File: src/sv/assert_macros.svh
// Assertion macros used by the parser core.
// Each macro expects a clock i_clk and a synchronous active-low reset i_rst_n in scope.
`ifndef ASSERT_MACROS_SVH
`define ASSERT_MACROS_SVH

// A condition that must hold at every clock edge outside reset.
`define RAP_ASSERT(lbl, expr, msg) \
    lbl: assert property (@(posedge i_clk) disable iff (!i_rst_n) (expr)) else $error(msg);

// The consequent must hold in the same cycle as the antecedent.
`define RAP_ASSERT_IMP(lbl, ante, cons, msg) \
    lbl: assert property (@(posedge i_clk) disable iff (!i_rst_n) (ante) |-> (cons)) \
        else $error(msg);

// The consequent must hold in the cycle after the antecedent.
`define RAP_ASSERT_NXT(lbl, ante, cons, msg) \
    lbl: assert property (@(posedge i_clk) disable iff (!i_rst_n) (ante) |=> (cons)) \
        else $error(msg);

`endif

File: src/sv/rap_pkg.sv
// Package of the array command parser: phase codes, event and error codes,
// character constants, limits and the structs passed between modules. No dependencies.
package rap_pkg;

    // Compile-time limits on the configured values.
    localparam logic [15:0] COUNT_LIMIT  = 16'd4095;
    localparam logic [31:0] LENGTH_LIMIT = 32'd1048575;

    // Field widths.
    localparam int CNT_W   = 12;
    localparam int LEN_W   = 20;
    localparam int ACC_W   = 21;
    localparam int BYTES_W = 32;

    localparam logic [ACC_W-1:0] ACC_MAX = {ACC_W{1'b1}};

    // Parser phases.
    localparam logic [3:0] PH_IDLE       = 4'd0;
    localparam logic [3:0] PH_DISCARD    = 4'd1;
    localparam logic [3:0] PH_CNT_START  = 4'd2;
    localparam logic [3:0] PH_CNT_DIGITS = 4'd3;
    localparam logic [3:0] PH_CNT_LF     = 4'd4;
    localparam logic [3:0] PH_ARG_PREFIX = 4'd5;
    localparam logic [3:0] PH_LEN_START  = 4'd6;
    localparam logic [3:0] PH_LEN_DIGITS = 4'd7;
    localparam logic [3:0] PH_LEN_LF     = 4'd8;
    localparam logic [3:0] PH_DATA       = 4'd9;
    localparam logic [3:0] PH_DATA_CR    = 4'd10;
    localparam logic [3:0] PH_DATA_LF    = 4'd11;

    // Event kinds.
    localparam logic [2:0] EV_ARRAY_HDR = 3'd0;
    localparam logic [2:0] EV_ARG_HDR   = 3'd1;
    localparam logic [2:0] EV_DATA      = 3'd2;
    localparam logic [2:0] EV_ARG_END   = 3'd3;
    localparam logic [2:0] EV_ERROR     = 3'd4;

    // Error codes.
    localparam logic [2:0] ERR_BAD_TYPE   = 3'd0;
    localparam logic [2:0] ERR_BAD_COUNT  = 3'd1;
    localparam logic [2:0] ERR_COUNT_BIG  = 3'd2;
    localparam logic [2:0] ERR_BAD_PREFIX = 3'd3;
    localparam logic [2:0] ERR_BAD_LENGTH = 3'd4;
    localparam logic [2:0] ERR_TOO_LONG   = 3'd5;
    localparam logic [2:0] ERR_BAD_TERM   = 3'd6;

    // Configuration register indexes.
    localparam logic REG_MAX_ARGUMENTS   = 1'b0;
    localparam logic REG_MAX_BULK_LENGTH = 1'b1;

    // Characters of the framing.
    localparam logic [7:0] CH_STAR   = 8'h2A;
    localparam logic [7:0] CH_DOLLAR = 8'h24;
    localparam logic [7:0] CH_CR     = 8'h0D;
    localparam logic [7:0] CH_LF     = 8'h0A;
    localparam logic [7:0] CH_MINUS  = 8'h2D;
    localparam logic [7:0] CH_ZERO   = 8'h30;
    localparam logic [7:0] CH_NINE   = 8'h39;

    // Effective limits, as seen by the parser.
    typedef struct packed {
        logic [ACC_W-1:0] cnt_lim;
        logic [ACC_W-1:0] len_lim;
    } t_limits;

    // One parser event.
    typedef struct packed {
        logic               valid;
        logic [2:0]         kind;
        logic [LEN_W-1:0]   value;
        logic [CNT_W-1:0]   arg_index;
        logic               is_null;
        logic [2:0]         error_code;
        logic               last;
        logic [BYTES_W-1:0] command_bytes;
    } t_event;

endpackage

File: src/sv/resp_array_command_parser.sv
// Top level of the array command parser: input register, parser core, result register.
// Depends on rap_pkg, rap_cfg_regs, rap_parser_core and rap_out_reg.
//
// Parses a byte stream of commands framed as an array of length-prefixed strings
// ('*' count CR LF, then per argument '$' length CR LF, data, CR LF) and emits one
// event per significant byte. One byte is taken in every cycle; an event reaches the
// master side via the input register, then the result register, and a stalled master
// side holds the input back only once both registers are full. The combinational
// phase update between registers sets this rate. The user must write configuration
// only while no command bytes are in flight; the block itself does not enforce it.
module resp_array_command_parser (
    input  logic        i_clk,
    input  logic        i_rst_n,
    // Input stream; tdata: data_byte[7:0].
    input  logic        s_axis_tvalid,
    output logic        s_axis_tready,
    input  logic [7:0]  s_axis_tdata,
    // Output stream; tdata: value[19:0], arg_index[31:20], is_null[32],
    // error_code[35:33], command_bytes[67:36], zero fill[71:68].
    output logic        m_axis_tvalid,
    input  logic        m_axis_tready,
    output logic [71:0] m_axis_tdata,
    // tlast: last, the event completes the command.
    output logic        m_axis_tlast,
    // tuser: event_res[2:0].
    output logic [2:0]  m_axis_tuser,
    // Configuration writes.
    input  logic        i_cfg_we,
    input  logic        i_cfg_index,
    input  logic [19:0] i_cfg_data
);
    import rap_pkg::*;

    logic       r_in_valid;
    logic [7:0] r_in_byte;
    logic       w_out_free;
    logic       w_advance;
    t_limits    w_limits;
    t_event     w_core_event;
    t_event     w_out_event;

    // The held byte moves on whenever the result register can take its event.
    assign w_advance     = r_in_valid && w_out_free;
    assign s_axis_tready = !r_in_valid || w_out_free;

    // Input register.
    always_ff @(posedge i_clk) begin
        if (!i_rst_n) begin
            r_in_valid <= 1'b0;
        end else if (s_axis_tready) begin
            r_in_valid <= s_axis_tvalid;
        end
    end

    always_ff @(posedge i_clk) begin
        if (s_axis_tready && s_axis_tvalid) begin
            r_in_byte <= s_axis_tdata;
        end
    end

    rap_cfg_regs u_cfg (
        .i_clk       (i_clk),
        .i_rst_n     (i_rst_n),
        .i_cfg_we    (i_cfg_we),
        .i_cfg_index (i_cfg_index),
        .i_cfg_data  (i_cfg_data),
        .o_limits    (w_limits)
    );

    rap_parser_core u_core (
        .i_clk     (i_clk),
        .i_rst_n   (i_rst_n),
        .i_advance (w_advance),
        .i_byte    (r_in_byte),
        .i_limits  (w_limits),
        .o_event   (w_core_event)
    );

    rap_out_reg u_out (
        .i_clk   (i_clk),
        .i_rst_n (i_rst_n),
        .i_load  (w_advance),
        .i_event (w_core_event),
        .i_ready (m_axis_tready),
        .o_free  (w_out_free),
        .o_event (w_out_event)
    );

    // Pack the result fields onto the master side.
    assign m_axis_tvalid = w_out_event.valid;
    assign m_axis_tlast  = w_out_event.last;
    assign m_axis_tuser  = w_out_event.kind;
    assign m_axis_tdata  = {4'b0, w_out_event.command_bytes, w_out_event.error_code,
                            w_out_event.is_null, w_out_event.arg_index, w_out_event.value};

endmodule

File: src/sv/rap_cfg_regs.sv
// Configuration registers of the array command parser and the effective limits.
// Depends on rap_pkg.
module rap_cfg_regs (
    input  logic                  i_clk,
    input  logic                  i_rst_n,
    input  logic                  i_cfg_we,
    input  logic                  i_cfg_index,
    input  logic [19:0]           i_cfg_data,
    output rap_pkg::t_limits      o_limits
);
    import rap_pkg::*;

    logic [CNT_W-1:0] r_max_arguments;
    logic [LEN_W-1:0] r_max_bulk_length;
    logic [31:0]      w_cnt_min;
    logic [31:0]      w_len_min;

    // Register writes.
    always_ff @(posedge i_clk) begin
        if (!i_rst_n) begin
            r_max_arguments   <= CNT_W'(1024);
            r_max_bulk_length <= LEN_W'(524288);
        end else if (i_cfg_we) begin
            unique case (i_cfg_index)
                REG_MAX_ARGUMENTS:   r_max_arguments   <= i_cfg_data[CNT_W-1:0];
                REG_MAX_BULK_LENGTH: r_max_bulk_length <= i_cfg_data;
                default: ;
            endcase
        end
    end

    // The limit used is the smaller of the register and the fixed bound.
    always_comb begin
        w_cnt_min = (32'(r_max_arguments) < 32'(COUNT_LIMIT)) ?
                    32'(r_max_arguments) : 32'(COUNT_LIMIT);
        w_len_min = (32'(r_max_bulk_length) < LENGTH_LIMIT) ?
                    32'(r_max_bulk_length) : LENGTH_LIMIT;
        o_limits.cnt_lim = w_cnt_min[ACC_W-1:0];
        o_limits.len_lim = w_len_min[ACC_W-1:0];
    end

endmodule

File: src/sv/rap_parser_core.sv
// Parser state and the combinational phase update for one stream byte.
// Depends on rap_pkg and assert_macros.svh.
`include "assert_macros.svh"
module rap_parser_core (
    input  logic                  i_clk,
    input  logic                  i_rst_n,
    input  logic                  i_advance,
    input  logic [7:0]            i_byte,
    input  rap_pkg::t_limits      i_limits,
    output rap_pkg::t_event       o_event
);
    import rap_pkg::*;

    logic [3:0]         r_phase,           n_phase;
    logic [ACC_W-1:0]   r_acc,             n_acc;
    logic               r_negative,        n_negative;
    logic [CNT_W-1:0]   r_args_remaining,  n_args_remaining;
    logic [CNT_W-1:0]   r_current_arg,     n_current_arg;
    logic [LEN_W-1:0]   r_bytes_remaining, n_bytes_remaining;
    logic [BYTES_W-1:0] r_byte_counter,    n_byte_counter;

    logic               w_is_digit;
    logic [ACC_W+3:0]   w_acc_next;
    logic [ACC_W-1:0]   w_acc_sat;
    logic [CNT_W-1:0]   w_args_dec;
    t_event             w_ev;

    // Digit accumulation: times ten by shift and add, then saturate.
    always_comb begin
        w_is_digit = (i_byte >= CH_ZERO) && (i_byte <= CH_NINE);
        w_acc_next = ({4'b0, r_acc} << 3) + ({4'b0, r_acc} << 1)
                   + (ACC_W+4)'(i_byte[3:0]);
        w_acc_sat  = (w_acc_next > (ACC_W+4)'(ACC_MAX)) ? ACC_MAX : w_acc_next[ACC_W-1:0];
        w_args_dec = r_args_remaining - CNT_W'(1);
    end

    // Phase update and event generation.
    always_comb begin
        n_phase           = r_phase;
        n_acc             = r_acc;
        n_negative        = r_negative;
        n_args_remaining  = r_args_remaining;
        n_current_arg     = r_current_arg;
        n_bytes_remaining = r_bytes_remaining;
        n_byte_counter    = r_byte_counter;
        w_ev              = '0;

        // Count every byte of a command in progress, saturating.
        if (r_phase >= PH_CNT_START && r_byte_counter != {BYTES_W{1'b1}}) begin
            n_byte_counter = r_byte_counter + BYTES_W'(1);
        end

        unique case (r_phase)
            PH_IDLE, PH_DISCARD: begin
                if (i_byte == CH_STAR) begin
                    n_byte_counter    = BYTES_W'(1);
                    n_args_remaining  = '0;
                    n_current_arg     = '0;
                    n_bytes_remaining = '0;
                    n_acc             = '0;
                    n_negative        = 1'b0;
                    n_phase           = PH_CNT_START;
                end else if (r_phase == PH_IDLE) begin
                    // A stray byte between commands is reported once.
                    w_ev.valid      = 1'b1;
                    w_ev.kind       = EV_ERROR;
                    w_ev.error_code = ERR_BAD_TYPE;
                    n_phase         = PH_DISCARD;
                end
            end
            PH_CNT_START, PH_CNT_DIGITS: begin
                if (i_byte == CH_MINUS && r_phase == PH_CNT_START) begin
                    n_negative = 1'b1;
                    n_phase    = PH_CNT_DIGITS;
                end else if (w_is_digit) begin
                    n_acc   = w_acc_sat;
                    n_phase = PH_CNT_DIGITS;
                end else if (i_byte == CH_CR) begin
                    n_phase = PH_CNT_LF;
                end else begin
                    w_ev.valid      = 1'b1;
                    w_ev.kind       = EV_ERROR;
                    w_ev.error_code = ERR_BAD_COUNT;
                    n_phase         = PH_DISCARD;
                end
            end
            PH_CNT_LF: begin
                w_ev.valid = 1'b1;
                if (i_byte != CH_LF) begin
                    w_ev.kind       = EV_ERROR;
                    w_ev.error_code = ERR_BAD_TERM;
                    n_phase         = PH_DISCARD;
                end else if (r_negative && r_acc != '0) begin
                    w_ev.kind       = EV_ERROR;
                    w_ev.error_code = ERR_BAD_COUNT;
                    n_phase         = PH_DISCARD;
                end else if (r_acc > i_limits.cnt_lim) begin
                    w_ev.kind       = EV_ERROR;
                    w_ev.error_code = ERR_COUNT_BIG;
                    n_phase         = PH_DISCARD;
                end else begin
                    n_args_remaining = r_acc[CNT_W-1:0];
                    n_current_arg    = '0;
                    w_ev.kind        = EV_ARRAY_HDR;
                    if (r_acc[CNT_W-1:0] == '0) begin
                        // An empty array completes the command here.
                        w_ev.last = 1'b1;
                        n_phase   = PH_IDLE;
                    end else begin
                        w_ev.value = LEN_W'(r_acc[CNT_W-1:0]);
                        n_phase    = PH_ARG_PREFIX;
                    end
                end
            end
            PH_ARG_PREFIX: begin
                if (i_byte != CH_DOLLAR) begin
                    w_ev.valid      = 1'b1;
                    w_ev.kind       = EV_ERROR;
                    w_ev.error_code = ERR_BAD_PREFIX;
                    w_ev.arg_index  = r_current_arg;
                    n_phase         = PH_DISCARD;
                end else begin
                    n_acc      = '0;
                    n_negative = 1'b0;
                    n_phase    = PH_LEN_START;
                end
            end
            PH_LEN_START, PH_LEN_DIGITS: begin
                if (i_byte == CH_MINUS && r_phase == PH_LEN_START) begin
                    n_negative = 1'b1;
                    n_phase    = PH_LEN_DIGITS;
                end else if (w_is_digit) begin
                    n_acc   = w_acc_sat;
                    n_phase = PH_LEN_DIGITS;
                end else if (i_byte == CH_CR) begin
                    n_phase = PH_LEN_LF;
                end else begin
                    w_ev.valid      = 1'b1;
                    w_ev.kind       = EV_ERROR;
                    w_ev.error_code = ERR_BAD_LENGTH;
                    w_ev.arg_index  = r_current_arg;
                    n_phase         = PH_DISCARD;
                end
            end
            PH_LEN_LF: begin
                w_ev.valid     = 1'b1;
                w_ev.arg_index = r_current_arg;
                if (i_byte != CH_LF) begin
                    w_ev.kind       = EV_ERROR;
                    w_ev.error_code = ERR_BAD_TERM;
                    n_phase         = PH_DISCARD;
                end else if (r_negative && r_acc != '0) begin
                    if (r_acc != ACC_W'(1)) begin
                        w_ev.kind       = EV_ERROR;
                        w_ev.error_code = ERR_BAD_LENGTH;
                        n_phase         = PH_DISCARD;
                    end else begin
                        // Null string: no data and no closing line.
                        w_ev.kind        = EV_ARG_HDR;
                        w_ev.is_null     = 1'b1;
                        n_args_remaining = w_args_dec;
                        if (w_args_dec == '0) begin
                            w_ev.last = 1'b1;
                            n_phase   = PH_IDLE;
                        end else begin
                            n_current_arg = r_current_arg + CNT_W'(1);
                            n_phase       = PH_ARG_PREFIX;
                        end
                    end
                end else if (r_acc > i_limits.len_lim) begin
                    w_ev.kind       = EV_ERROR;
                    w_ev.error_code = ERR_TOO_LONG;
                    n_phase         = PH_DISCARD;
                end else begin
                    w_ev.kind         = EV_ARG_HDR;
                    w_ev.value        = r_acc[LEN_W-1:0];
                    n_bytes_remaining = r_acc[LEN_W-1:0];
                    n_phase           = (r_acc[LEN_W-1:0] == '0) ? PH_DATA_CR : PH_DATA;
                end
            end
            PH_DATA: begin
                n_bytes_remaining = r_bytes_remaining - LEN_W'(1);
                if (r_bytes_remaining == LEN_W'(1)) begin
                    n_phase = PH_DATA_CR;
                end
                w_ev.valid     = 1'b1;
                w_ev.kind      = EV_DATA;
                w_ev.value     = LEN_W'(i_byte);
                w_ev.arg_index = r_current_arg;
            end
            PH_DATA_CR: begin
                if (i_byte != CH_CR) begin
                    w_ev.valid      = 1'b1;
                    w_ev.kind       = EV_ERROR;
                    w_ev.error_code = ERR_BAD_TERM;
                    w_ev.arg_index  = r_current_arg;
                    n_phase         = PH_DISCARD;
                end else begin
                    n_phase = PH_DATA_LF;
                end
            end
            PH_DATA_LF: begin
                w_ev.valid     = 1'b1;
                w_ev.arg_index = r_current_arg;
                if (i_byte != CH_LF) begin
                    w_ev.kind       = EV_ERROR;
                    w_ev.error_code = ERR_BAD_TERM;
                    n_phase         = PH_DISCARD;
                end else begin
                    w_ev.kind        = EV_ARG_END;
                    n_args_remaining = w_args_dec;
                    if (w_args_dec == '0) begin
                        w_ev.last = 1'b1;
                        n_phase   = PH_IDLE;
                    end else begin
                        n_current_arg = r_current_arg + CNT_W'(1);
                        n_phase       = PH_ARG_PREFIX;
                    end
                end
            end
            default: begin
                n_phase = PH_DISCARD;
            end
        endcase

        // The byte count travels only with the completing event.
        w_ev.command_bytes = w_ev.last ? n_byte_counter : '0;
    end

    assign o_event = w_ev;

    // State registers advance once per transfer taken from the input stage.
    always_ff @(posedge i_clk) begin
        if (!i_rst_n) begin
            r_phase           <= PH_IDLE;
            r_acc             <= '0;
            r_negative        <= 1'b0;
            r_args_remaining  <= '0;
            r_current_arg     <= '0;
            r_bytes_remaining <= '0;
            r_byte_counter    <= '0;
        end else if (i_advance) begin
            r_phase           <= n_phase;
            r_acc             <= n_acc;
            r_negative        <= n_negative;
            r_args_remaining  <= n_args_remaining;
            r_current_arg     <= n_current_arg;
            r_bytes_remaining <= n_bytes_remaining;
            r_byte_counter    <= n_byte_counter;
        end
    end

    // An error always leads into the discard phase.
    `RAP_ASSERT_NXT(a_error_discards, i_advance && w_ev.valid && w_ev.kind == EV_ERROR,
        r_phase == PH_DISCARD, "error event did not enter discard")
    // The completing event returns the parser to idle.
    `RAP_ASSERT_NXT(a_last_idles, i_advance && w_ev.valid && w_ev.last,
        r_phase == PH_IDLE, "last event did not return to idle")
    // Data bytes are only emitted while bytes of the argument remain.
    `RAP_ASSERT_IMP(a_data_in_range, w_ev.valid && w_ev.kind == EV_DATA,
        r_bytes_remaining != '0, "data event with no bytes remaining")

endmodule

File: src/sv/rap_out_reg.sv
// Result register of the array command parser: holds one event until it is taken.
// Depends on rap_pkg.
module rap_out_reg (
    input  logic                  i_clk,
    input  logic                  i_rst_n,
    input  logic                  i_load,
    input  rap_pkg::t_event       i_event,
    input  logic                  i_ready,
    output logic                  o_free,
    output rap_pkg::t_event       o_event
);
    import rap_pkg::*;

    logic   r_valid;
    t_event r_event;

    // The register can take a new event when empty or when its event leaves now.
    assign o_free = !r_valid || i_ready;

    always_ff @(posedge i_clk) begin
        if (!i_rst_n) begin
            r_valid <= 1'b0;
        end else if (o_free) begin
            r_valid <= i_load && i_event.valid;
        end
    end

    // Payload needs no reset.
    always_ff @(posedge i_clk) begin
        if (o_free && i_load) begin
            r_event <= i_event;
        end
    end

    always_comb begin
        o_event       = r_event;
        o_event.valid = r_valid;
    end

endmodule

File: config.mk
export PLATFORM = sky130hd
export DESIGN_NAME = resp_array_command_parser
export DESIGN_NICKNAME = d
export VERILOG_FILES = /design/src/sv/rap_pkg.sv /design/src/sv/resp_array_command_parser.sv /design/src/sv/rap_cfg_regs.sv /design/src/sv/rap_parser_core.sv /design/src/sv/rap_out_reg.sv
export VERILOG_INCLUDE_DIRS = /design/src /design/src/sv
export SDC_FILE = /design/constraint.sdc
export NUM_CORES = 1
export LEC_CHECK = 0
export BUFFER_PORTS_ARGS = -buffer_cell sky130_fd_sc_hd__buf_2
export CAP_MARGIN = 0
export CORE_MARGIN = 2
export CORE_UTILIZATION = 50
export CTS_CLUSTER_SIZE = 28
export DETAILED_ROUTE_END_ITERATION = 6
export GPL_TIMING_DRIVEN = 1
export PLACE_DENSITY = 0.77
export SLEW_MARGIN = 40
export SYNTH_ARGS = -nofsm -noshare
export SYNTH_HDL_FRONTEND = slang
export SYNTH_SLANG_ARGS = --single-unit
File: constraint.sdc
create_clock -name i_clk -period 3.65 [get_ports i_clk]
set_clock_uncertainty 0.05 [all_clocks]
set_input_delay 0.1825 -clock i_clk [delete_from_list [all_inputs] [get_ports i_clk]]
set_output_delay 0.1825 -clock i_clk [all_outputs]
set_load 0.005 [all_outputs]
# --- Word-level counts from Yosys, hierarchy flattened ---
# Cells that the tools add are included.
totals:
  regBits: 216
  latch_bits: 0
  ram_bits: 0
  rom_bits: 0
  in_bits: 34
  output_inout_bits: 78
  n_memories: 0
classes:
  addsub: 6
  n_mul: 0
  n_div: 0
  order_cmp: 8
  eq_ne: 37
  shifts: 0
  muxes: 122
  n_bitwise: 3
  reduce_logical: 33
ops:
  columns: ["operator", "n"]
  rows:
  - ["12-bit 2-to-1 mux", 23]
  - ["20-bit 2-to-1 mux", 11]
  - ["12-bit one-hot mux with 4 select lines", 3]
  - ["21-bit 2-to-1 mux", 6]
  - ["20-bit one-hot mux with 3 select lines", 2]
  - ["32-bit 2-to-1 mux", 3]
  - ["4-bit 2-to-1 mux", 23]
  - ["21-bit one-hot mux with 4 select lines", 1]
  - ["3-bit 2-to-1 mux", 27]
  - ["4-bit one-hot mux with 9 select lines", 2]
  - ["32-bit by 1-bit adder with 32-bit output, second input constant", 1]
  - ["32-bit inequality test, second input constant", 1]
  - ["24-bit by 22-bit adder with 25-bit output", 1]
  - ["25-bit by 4-bit adder with 25-bit output", 1]
  - ["25-bit by 21-bit > comparator with 1-bit output, second input constant", 1]
  - ["12-bit zero test", 2]
  - ["2-bit inequality test, second input constant", 11]
  - ["21-bit by 12-bit > comparator with 1-bit output", 1]
  - ["21-bit by 20-bit > comparator with 1-bit output", 1]
  - ["21-bit by 1-bit inequality test with 1-bit output, second input constant", 1]
  - ["3-bit one-hot mux with 7 select lines", 1]
  - ["21-bit nonzero test", 1]
  - ["20-bit by 1-bit equality test with 1-bit output, second input constant", 1]
  - ["20-bit zero test", 1]
  - ["35 further kinds", 83]

# --- Logic depth before layout (Yosys ltp) ---
# Gate-level depths: netlist of run 1.
depth:
  ltp_word: 8
  mapped_depth: 13

# --- Modules after synthesis ---
# From an unflattened synthesis of run 1, not the netlist that was laid out.
hier_totals:
  cells_unflattened: 1550
  area_unflattened_um2: 13447.9
modules_own_cells:
  columns: ["mod", "n_inst", "cells_each", "area_per_inst_um2", "seq_area_each_um2"]
  rows:
  - ["rap_parser_core", 1, 1279, 9464.1, 2042.0]
  - ["rap_out_reg", 1, 78, 2227.1, 2182.1]
  - ["rap_cfg_regs", 1, 174, 1417.6, 640.6]
  - ["resp_array_command_parser", 1, 19, 339.1, 260.2]

# --- Least setup slack after synthesis of run 1 ---
# OpenSTA, ideal clock, no wires.
synth_timing:
  kind: "flip-flop to flip-flop"
  startpoint: "reg u_out.r_valid"
  endpoint: "reg u_core.r_byte_counter[17]"
  arrival_ps: 3537
  path_slack_ps: -64
  path_stages_with_launch: 9
  n_path_buf: 2
  period_less_slack_ps: 3714
  cell_sequence: "dfxtp_1 nand2b_1 nand2_1 inv_1 clkbuf_1 clkbuf_1 o21ai_0 a21oi_1 nor2_1"
synth_between:
  elab_chain_len: 3
synth_rtl:
  columns: ["item", "line_no", "text"]
  rows:
  - ["start: declaration", "rap_out_reg.sv:14", "logic r_valid;"]
  - ["start signal: assignment", "rap_out_reg.sv:24", "r_valid <= i_load && i_event.valid;"]
  - ["1-bit zero test", "rap_out_reg.sv:18", "assign o_free = !r_valid || i_ready;"]
  - ["1-bit logical OR", "rap_out_reg.sv:18", null]
  - ["1-bit logical AND", "resp_array_command_parser.sv:43", "assign w_advance = r_in_valid && w_out_free;"]
  - ["via u_core.i_advance", "rap_parser_core.sv:7", "input logic i_advance,"]
  - ["end signal: assignment", "rap_parser_core.sv:249", "r_byte_counter <= n_byte_counter;"]
  - ["end: declaration", "rap_parser_core.sv:20", "logic [BYTES_W-1:0] r_byte_counter, n_byte_counter;"]
# The timed path passes the listed nets, and every way through them passes these cells.
# A chain may end at the register's enable or synchronous reset.

# --- Worst setup path in the final report of run 1 ---
layout_timing:
  startpoint: "reg u_core.r_acc[6]"
  endpoint: "reg u_core.r_bytes_remaining[16]"
layout_between:
  elab_chain_len: 4
  elab_cells_between_ends: 6
  cone_classes: "order compare: 1; eq/ne: 2; reduce/logical: 3"
layout_rtl:
  columns: ["item", "line_no", "text"]
  rows:
  - ["start: declaration", "rap_parser_core.sv:15", "logic [ACC_W-1:0] r_acc, n_acc;"]
  - ["start signal: assignment", "rap_parser_core.sv:244", "r_acc <= n_acc;"]
  - ["branches (longest 3 deep; another with 21-bit by 20-bit > comparator with 1-bit output)", null, null]
  - ["6-bit AND reduction (no source line) *", null, null]
  - ["end signal: assignment", "rap_parser_core.sv:248", "r_bytes_remaining <= n_bytes_remaining;"]
  - ["end: declaration", "rap_parser_core.sv:19", "logic [LEN_W-1:0] r_bytes_remaining, n_bytes_remaining;"]
# Every way passes the cells marked *.

==> results.json, run 1 <==
{
  "rsz0062_at_grt": "false",
  "gp_congestion": 0.956,
  "hold_viol": 0,
  "ys_warn_count": 0,
  "finalSetupViolCount": 0,
  "powerDensity_nw_per_um2": 355,
  "drv_slew": 0,
  "pre_cts_ws_ns": 0.220,
  "vias": 11829,
  "io_buffer_count": 107,
  "timing.final.ws_setup_ns": 0.179,
  "cts_root_buf": "clkbuf_16",
  "crit_chain": "ha_1 -> a21oi_1 -> o21ai_0 -> a221o_1 -> a2111oi_0 -> buf_4 -> o21bai_1 -> a21oi_2 -> buf_12 -> mux2i_1 -> o22ai_1",
  "synth_edf_count": 80,
  "cp.depth": 11,
  "synth-seq-area-share_pct": 40.3,
  "max_freq_ghz": 0.288,
  "rows": 58,
  "critPathLaunchType": "register",
  "outcome": "completed",
  "core_area_um2": 25100,
  "grt_usage_pct": 26.2,
  "antenna_cells": 0,
  "num-nets-final": 1739,
  "ir_worst_vdd_uv": 266,
  "totalWireLength_mm": 35.4,
  "crit_arrival_ns": 3.81,
  "p_leak_nw": 5.74,
  "drt_pass1_iterations": 6,
  "syn2layout_area_growth_pct": 16.6,
  "die_h_um": 164,
  "layout_common_cells": "184 x nand2_1, 144 x nor2_1, 134 x dfxtp_1, 128 x a21oi_1, 107 x buf_2",
  "r2r-start": "u_core.r_acc[6]$_SDFFE_PN0P_",
  "cts_tree": "yes",
  "dieWidth_um": 164,
  "synthArstFlopShare_pct": 0,
  "syn_avg_cell_area_um2": 8.54,
  "min_from": "i_cfg_index",
  "synth_flop_cell": "dfxtp_1",
  "worst_pin_slew_ns": 0.822,
  "first_iter_violations": 1097,
  "tns_ns": 0,
  "finalPower_mw": 5.26,
  "cts_buffer_depth": 3,
  "grt_pass1_vias": 11160,
  "place_hpwl_mm": 25.0,
  "slowest_stage": "a2111oi_0",
  "worst_setup_path_end_kind": "register",
  "grt_max_degree": 90,
  "clk_pin_slew_worst_paths_ns": 0.06,
  "grt_pass1_wl_mm": 56.9,
  "synth_area_um2": 12700,
  "slew_headroom_pct": 45.2,
  "antenna_found_initial": 0,
  "drc": 0,
  "cts_htree_levels": 1,
  "clock_sinks": 216,
  "insertion_delay_ns": 0.52,
  "post_cts_buffers": 0,
  "crit_path_max_incr_delay_ns": 0.54,
  "r2r_cells": 11,
  "yosys_register_bits": 216,
  "cp.required_ns": 3.98,
  "hp-class": "in -> reg",
  "via_per_inst": 6.00,
  "io-pin-count": 112,
  "critPathBufInv": 2,
  "routedWlPerCell_um": 18.0,
  "hold_depth": 4,
  "die_area_um2": 26700,
  "crit_fanout": 25,
  "path_delay_family": "compound AO/OA/AOI/OAI gates",
  "maxCapViolations": 0,
  "grt.overflow.total": 0,
  "cts_buffers": 25,
  "final_common_cell": "nand2_1",
  "synthCells": 1491,
  "ys_types": 87,
  "crit_type": "reg -> reg",
  "start_util_pct": 50.7,
  "drive_above_1_share_pct": 13.2,
  "crit_path_start": "u_core.r_acc[6]$_SDFFE_PN0P_",
  "finalCritPeriodShare_pct": 95.1,
  "final.min_clock_period_ns": 3.47,
  "antenna_left": 0,
  "final.fill_count": 2274
}
## cells by family after synthesis
group,after synthesis,synth area share [%]
buf+inv,143,4.46
xor+xnor,58,3.99
compound gates,383,19.4
flops,216,40.3
mux,3,0.236
simple gates,606,23.5
other cells,1,0.0295
fa+ha+maj,81,8.08
## where the power goes
part	internal [mW]	leakage [nW]	switching, mW	total [mW]
clock network	1.43	0.369	0.954	2.38
registers	2.56	1.83	0.0314	2.59
logic	0.116	3.54	0.173	0.289
total	4.10	5.74	1.16	5.26
## flip-flops by register name, summed over array words and instances (netlist names)
name and count:
u_out.r_valid 1, u_core.r_current_arg 12, u_core.r_negative 1, u_core.r_phase 4, u_cfg.r_max_bulk_length 20, u_core.r_bytes_remaining 20
u_core.r_args_remaining 12, u_core.r_acc 21, u_core.r_byte_counter 32, r_in_valid 1, r_in_byte 8, u_out.o_event 72
u_cfg.r_max_arguments 12
## what timing repair did
action,CTS,global route
hold endpoints to repair,42,0
hold buffers,33,0
endpoints found under the setup margin,0,13
resized for setup,0,3
## per-stage QoR
step	util (%)	hold slack [ns]	std cells	cell area, um^2
after floorplan	-	0.231	1494	12700
after global placement	54.7	0.310	1894	13700
after detailed placement	54.7	0.311	1894	13700
after CTS	59.1	0.00475	1972	14800
after global routing	59.1	0.0393	1972	14800
final	59.1	0.0263	1972	14800
## worst register-to-register path: stages (launching register included)
cell and delay [ns]:
dfxtp_1 0.52, ha_1 0.31, a21oi_1 0.15, o21ai_0 0.14
a221o_1 0.37, a2111oi_0 0.54, buf_4 0.22, o21bai_1 0.25
a21oi_2 0.28, buf_12 0.19, mux2i_1 0.22, o22ai_1 0.10
## routing by layer
metal  track usage [%]  vias to the layer above  routed length (um)
met5                 0                        -                   0
met4              11.2                        0                1450
met3              2.69                       92                2260
met2              44.3                      489               16700
met1              34.2                     5558               15000
li1                  -                     5690                   -
## layout make-up
type | count | area (um^2) | share of cell area, %
Sequential cell | 216 | 5130 | 34.5
Multi-Input combinational cell | 1135 | 7050 | 47.5
Timing Repair Buffer | 191 | 1280 | 8.61
Tap cell | 330 | 413 | 2.78
Clock buffer | 40 | 692 | 4.66
Clock inverter | 5 | 73.8 | 0.497
Inverter | 55 | 208 | 1.40
## final timing paths
check             slack (ns)                                         to
hold / removal          0.03      u_cfg.r_max_arguments[2]$_SDFFE_PN0P_
setup reg to reg        0.18  u_core.r_bytes_remaining[16]$_SDFFE_PN0P_
hold reg to reg         0.40      u_cfg.r_max_arguments[9]$_SDFFE_PN0P_
setup / recovery        0.18  u_core.r_bytes_remaining[16]$_SDFFE_PN0P_
## synthesized netlist by cell type (17+ instances only)
master / instances / area (um^2)
nand2_1: 184 / 691
nor2_1: 144 / 541
dfxtp_1: 136 / 2720
a21oi_1: 128 / 641
edfxtp_1: 80 / 2400
ha_1: 79 / 988
o21ai_0: 76 / 380
clkbuf_1: 75 / 282
inv_1: 55 / 206
nand3_1: 42 / 210
nor3_1: 41 / 205
xor2_1: 34 / 298
a22oi_1: 27 / 203
nor2b_1: 25 / 156
nand4_1: 24 / 150
xnor2_1: 24 / 210
and3_1: 22 / 138
or3_1: 19 / 119
a211oi_1: 17 / 128
Power figures use the tool's default switching activity.
==> run 2: changes to the inputs <==
--- a/config.mk
+++ b/config.mk
@@ -9,11 +9,11 @@
 export BUFFER_PORTS_ARGS = -buffer_cell sky130_fd_sc_hd__buf_2
 export CAP_MARGIN = 0
 export CORE_MARGIN = 2
-export CORE_UTILIZATION = 50
+export CORE_UTILIZATION = 52
 export CTS_CLUSTER_SIZE = 28
 export DETAILED_ROUTE_END_ITERATION = 6
 export GPL_TIMING_DRIVEN = 1
-export PLACE_DENSITY = 0.77
+export PLACE_DENSITY = 0.8
 export SLEW_MARGIN = 40
 export SYNTH_ARGS = -nofsm -noshare
 export SYNTH_HDL_FRONTEND = slang
==> results.json, run 2 (synthesis results as in run 1) <==
{
  "cts_tree": "yes",
  "critPathBufInv": 2,
  "wl_met1_mm": 14.7,
  "io-pin-count": 112,
  "core_area_um2": 24200,
  "critPathLaunchType": "register",
  "grt_pass1_vias": 11309,
  "cts_root_buf": "clkbuf_16",
  "tns_ns": 0,
  "finalPower_mw": 5.31,
  "place_hpwl_mm": 25.1,
  "timing.final.ws_setup_ns": 0.179,
  "antenna_left": 0,
  "cp.depth": 11,
  "r2r-start": "u_core.r_acc[8]$_SDFFE_PN0P_",
  "final.min_clock_period_ns": 3.47,
  "wl_met3_mm": 2.30,
  "gp_congestion": 0.932,
  "hold_depth": 4,
  "p_leak_nw": 5.75,
  "via_per_inst": 6.01,
  "grt.overflow.total": 0,
  "drv_slew": 0,
  "powerDensity_nw_per_um2": 358,
  "die_h_um": 160,
  "insertion_delay_ns": 0.52,
  "largest_reg_flops": 72,
  "crit_path_max_incr_delay_ns": 0.64,
  "top_layer": "met4",
  "final_common_cell": "nand2_1",
  "maxCapViolations": 0,
  "drive_above_1_share_pct": 13.5,
  "start_util_pct": 52.6,
  "cts_htree_levels": 1,
  "drt_pass1_iterations": 6,
  "num-nets-final": 1734,
  "pwr-share-comb_pct": 5.4,
  "syn2layout_area_growth_pct": 16.7,
  "hold_viol": 0,
  "io_buffer_count": 107,
  "crit_path_start": "u_core.r_acc[8]$_SDFFE_PN0P_",
  "ir_worst_vdd_uv": 318,
  "finalSetupViolCount": 0,
  "dieWidth_um": 160,
  "routedWlPerCell_um": 17.8,
  "path_delay_family": "compound AO/OA/AOI/OAI gates",
  "seq_area_um2": 5120,
  "met2WireLength_mm": 16.6,
  "grt_max_degree": 90,
  "p_int_mw": 4.13,
  "clk_pin_slew_worst_paths_ns": 0.06,
  "max_freq_ghz": 0.288,
  "rows": 57,
  "crit_chain": "ha_1 -> a21oi_1 -> o21ai_0 -> a221o_1 -> a2111oi_0 -> buf_4 -> o21bai_1 -> a21oi_2 -> buf_4 -> mux2i_1 -> o21ai_0",
  "crit_fanout": 13,
  "clock_sinks": 216,
  "p_seq_share_pct": 48.7,
  "finalCritPeriodShare_pct": 95.1,
  "min_from": "i_cfg_index",
  "final.fill_count": 2110,
  "rsz0062_at_grt": "false",
  "first_iter_violations": 1082,
  "worst_setup_path_end_kind": "register",
  "p_clk_share_pct": 45.9,
  "pre_cts_ws_ns": 0.275,
  "layout_common_cells": "184 x nand2_1, 144 x nor2_1, 136 x dfxtp_1, 127 x a21oi_1, 107 x buf_2",
  "vias": 11777,
  "slew_headroom_pct": 44.6,
  "r2r_cells": 11,
  "swShare_pct": 22.2,
  "multi_input_area_um2": 7070,
  "antenna_cells": 0,
  "grt_pass1_wl_mm": 57.0,
  "crit_type": "reg -> reg",
  "cts_buffers": 24,
  "crit_arrival_ns": 3.78,
  "drc": 0,
  "cp.required_ns": 3.96,
  "grt_usage_pct": 26.7,
  "antenna_found_initial": 0,
  "die_area_um2": 25700,
  "power_switching_mw": 1.18,
  "slowest_stage": "a2111oi_0",
  "hp-class": "in -> reg",
  "cts_buffer_depth": 3,
  "totalWireLength_mm": 34.9,
  "outcome": "completed",
  "worst_pin_slew_ns": 0.830
}
==> run 2: changes by cell type in the layout (fill, tap and decap cells not counted), moves of 3 or more <==
cell and delta:
clkinv_2 +4, clkbuf_1 -11, clkinv_1 +3, buf_4 -3
==> run 2: power by group through the flow <==
stage | registers [mW] | logic [mW] | clock network, mW
global placement | 2.64 | 0.250 | 0
finish | 2.59 | 0.285 | 2.44
global route | 2.59 | 0.314 | 2.56
detailed placement | 2.64 | 0.255 | 0
floorplan | 2.64 | 0.143 | 0
CTS | 2.59 | 0.283 | 2.47
==> run 2: metal layers <==
metal  global-route usage (%)  up-vias
met5                        0        -
met4                     11.2        0
li1                         -     5687
met1                     34.7     5501
met3                     3.28      101
met2                     45.3      488
==> run 2: worst reg2reg max path, stage by stage (launching register included) <==
cell and delay [ns]:
dfxtp_1 0.51, ha_1 0.32, a21oi_1 0.14, o21ai_0 0.13
a221o_1 0.36, a2111oi_0 0.64, buf_4 0.24, o21bai_1 0.15
a21oi_2 0.21, buf_4 0.23, mux2i_1 0.23, o21ai_0 0.11
==> run 2: layout make-up <==
| class | count | area share (%) |
|---|---|---|
| inverter | 55 | 1.40 |
| sequential | 216 | 34.5 |
| tap | 324 | 2.73 |
| clock inverter | 16 | 1.07 |
| multi-input combinational | 1135 | 47.6 |
| clock buffer | 28 | 4.29 |
| timing repair buffer | 187 | 8.38 |
==> run 2: worst paths after layout <==
path,endpoint,slack [ns]
max,u_core.r_bytes_remaining[5]$_SDFFE_PN0P_,0.18
min,u_cfg.r_max_arguments[3]$_SDFFE_PN0P_,0.03
max reg2reg,u_core.r_bytes_remaining[5]$_SDFFE_PN0P_,0.18
min reg2reg,u_cfg.r_max_bulk_length[14]$_SDFFE_PN0P_,0.40
==> run 2: what timing repair did <==
| item | 4_1_cts | 5_1_grt |
|---|---|---|
| hold buffers | 32 | 0 |
| gates resized for setup | 0 | 2 |
| endpoints found under the hold margin | 42 | 0 |
| endpoints found under the setup margin | 0 | 16 |
| setup buffers | 0 | 0 |
==> run 2: through the flow <==
stage | area [um^2] | hold slack (ns) | std cells | util, %
2_1_floorplan | 12700 | 0.231 | 1494 | -
3_3_place_gp | 13700 | 0.309 | 1885 | 56.7
3_5_place_dp | 13700 | 0.312 | 1885 | 56.7
4_1_cts | 14800 | 0.00861 | 1961 | 61.3
5_1_grt | 14800 | 0.0525 | 1961 | 61.4
6_report | 14800 | 0.0282 | 1961 | 61.4
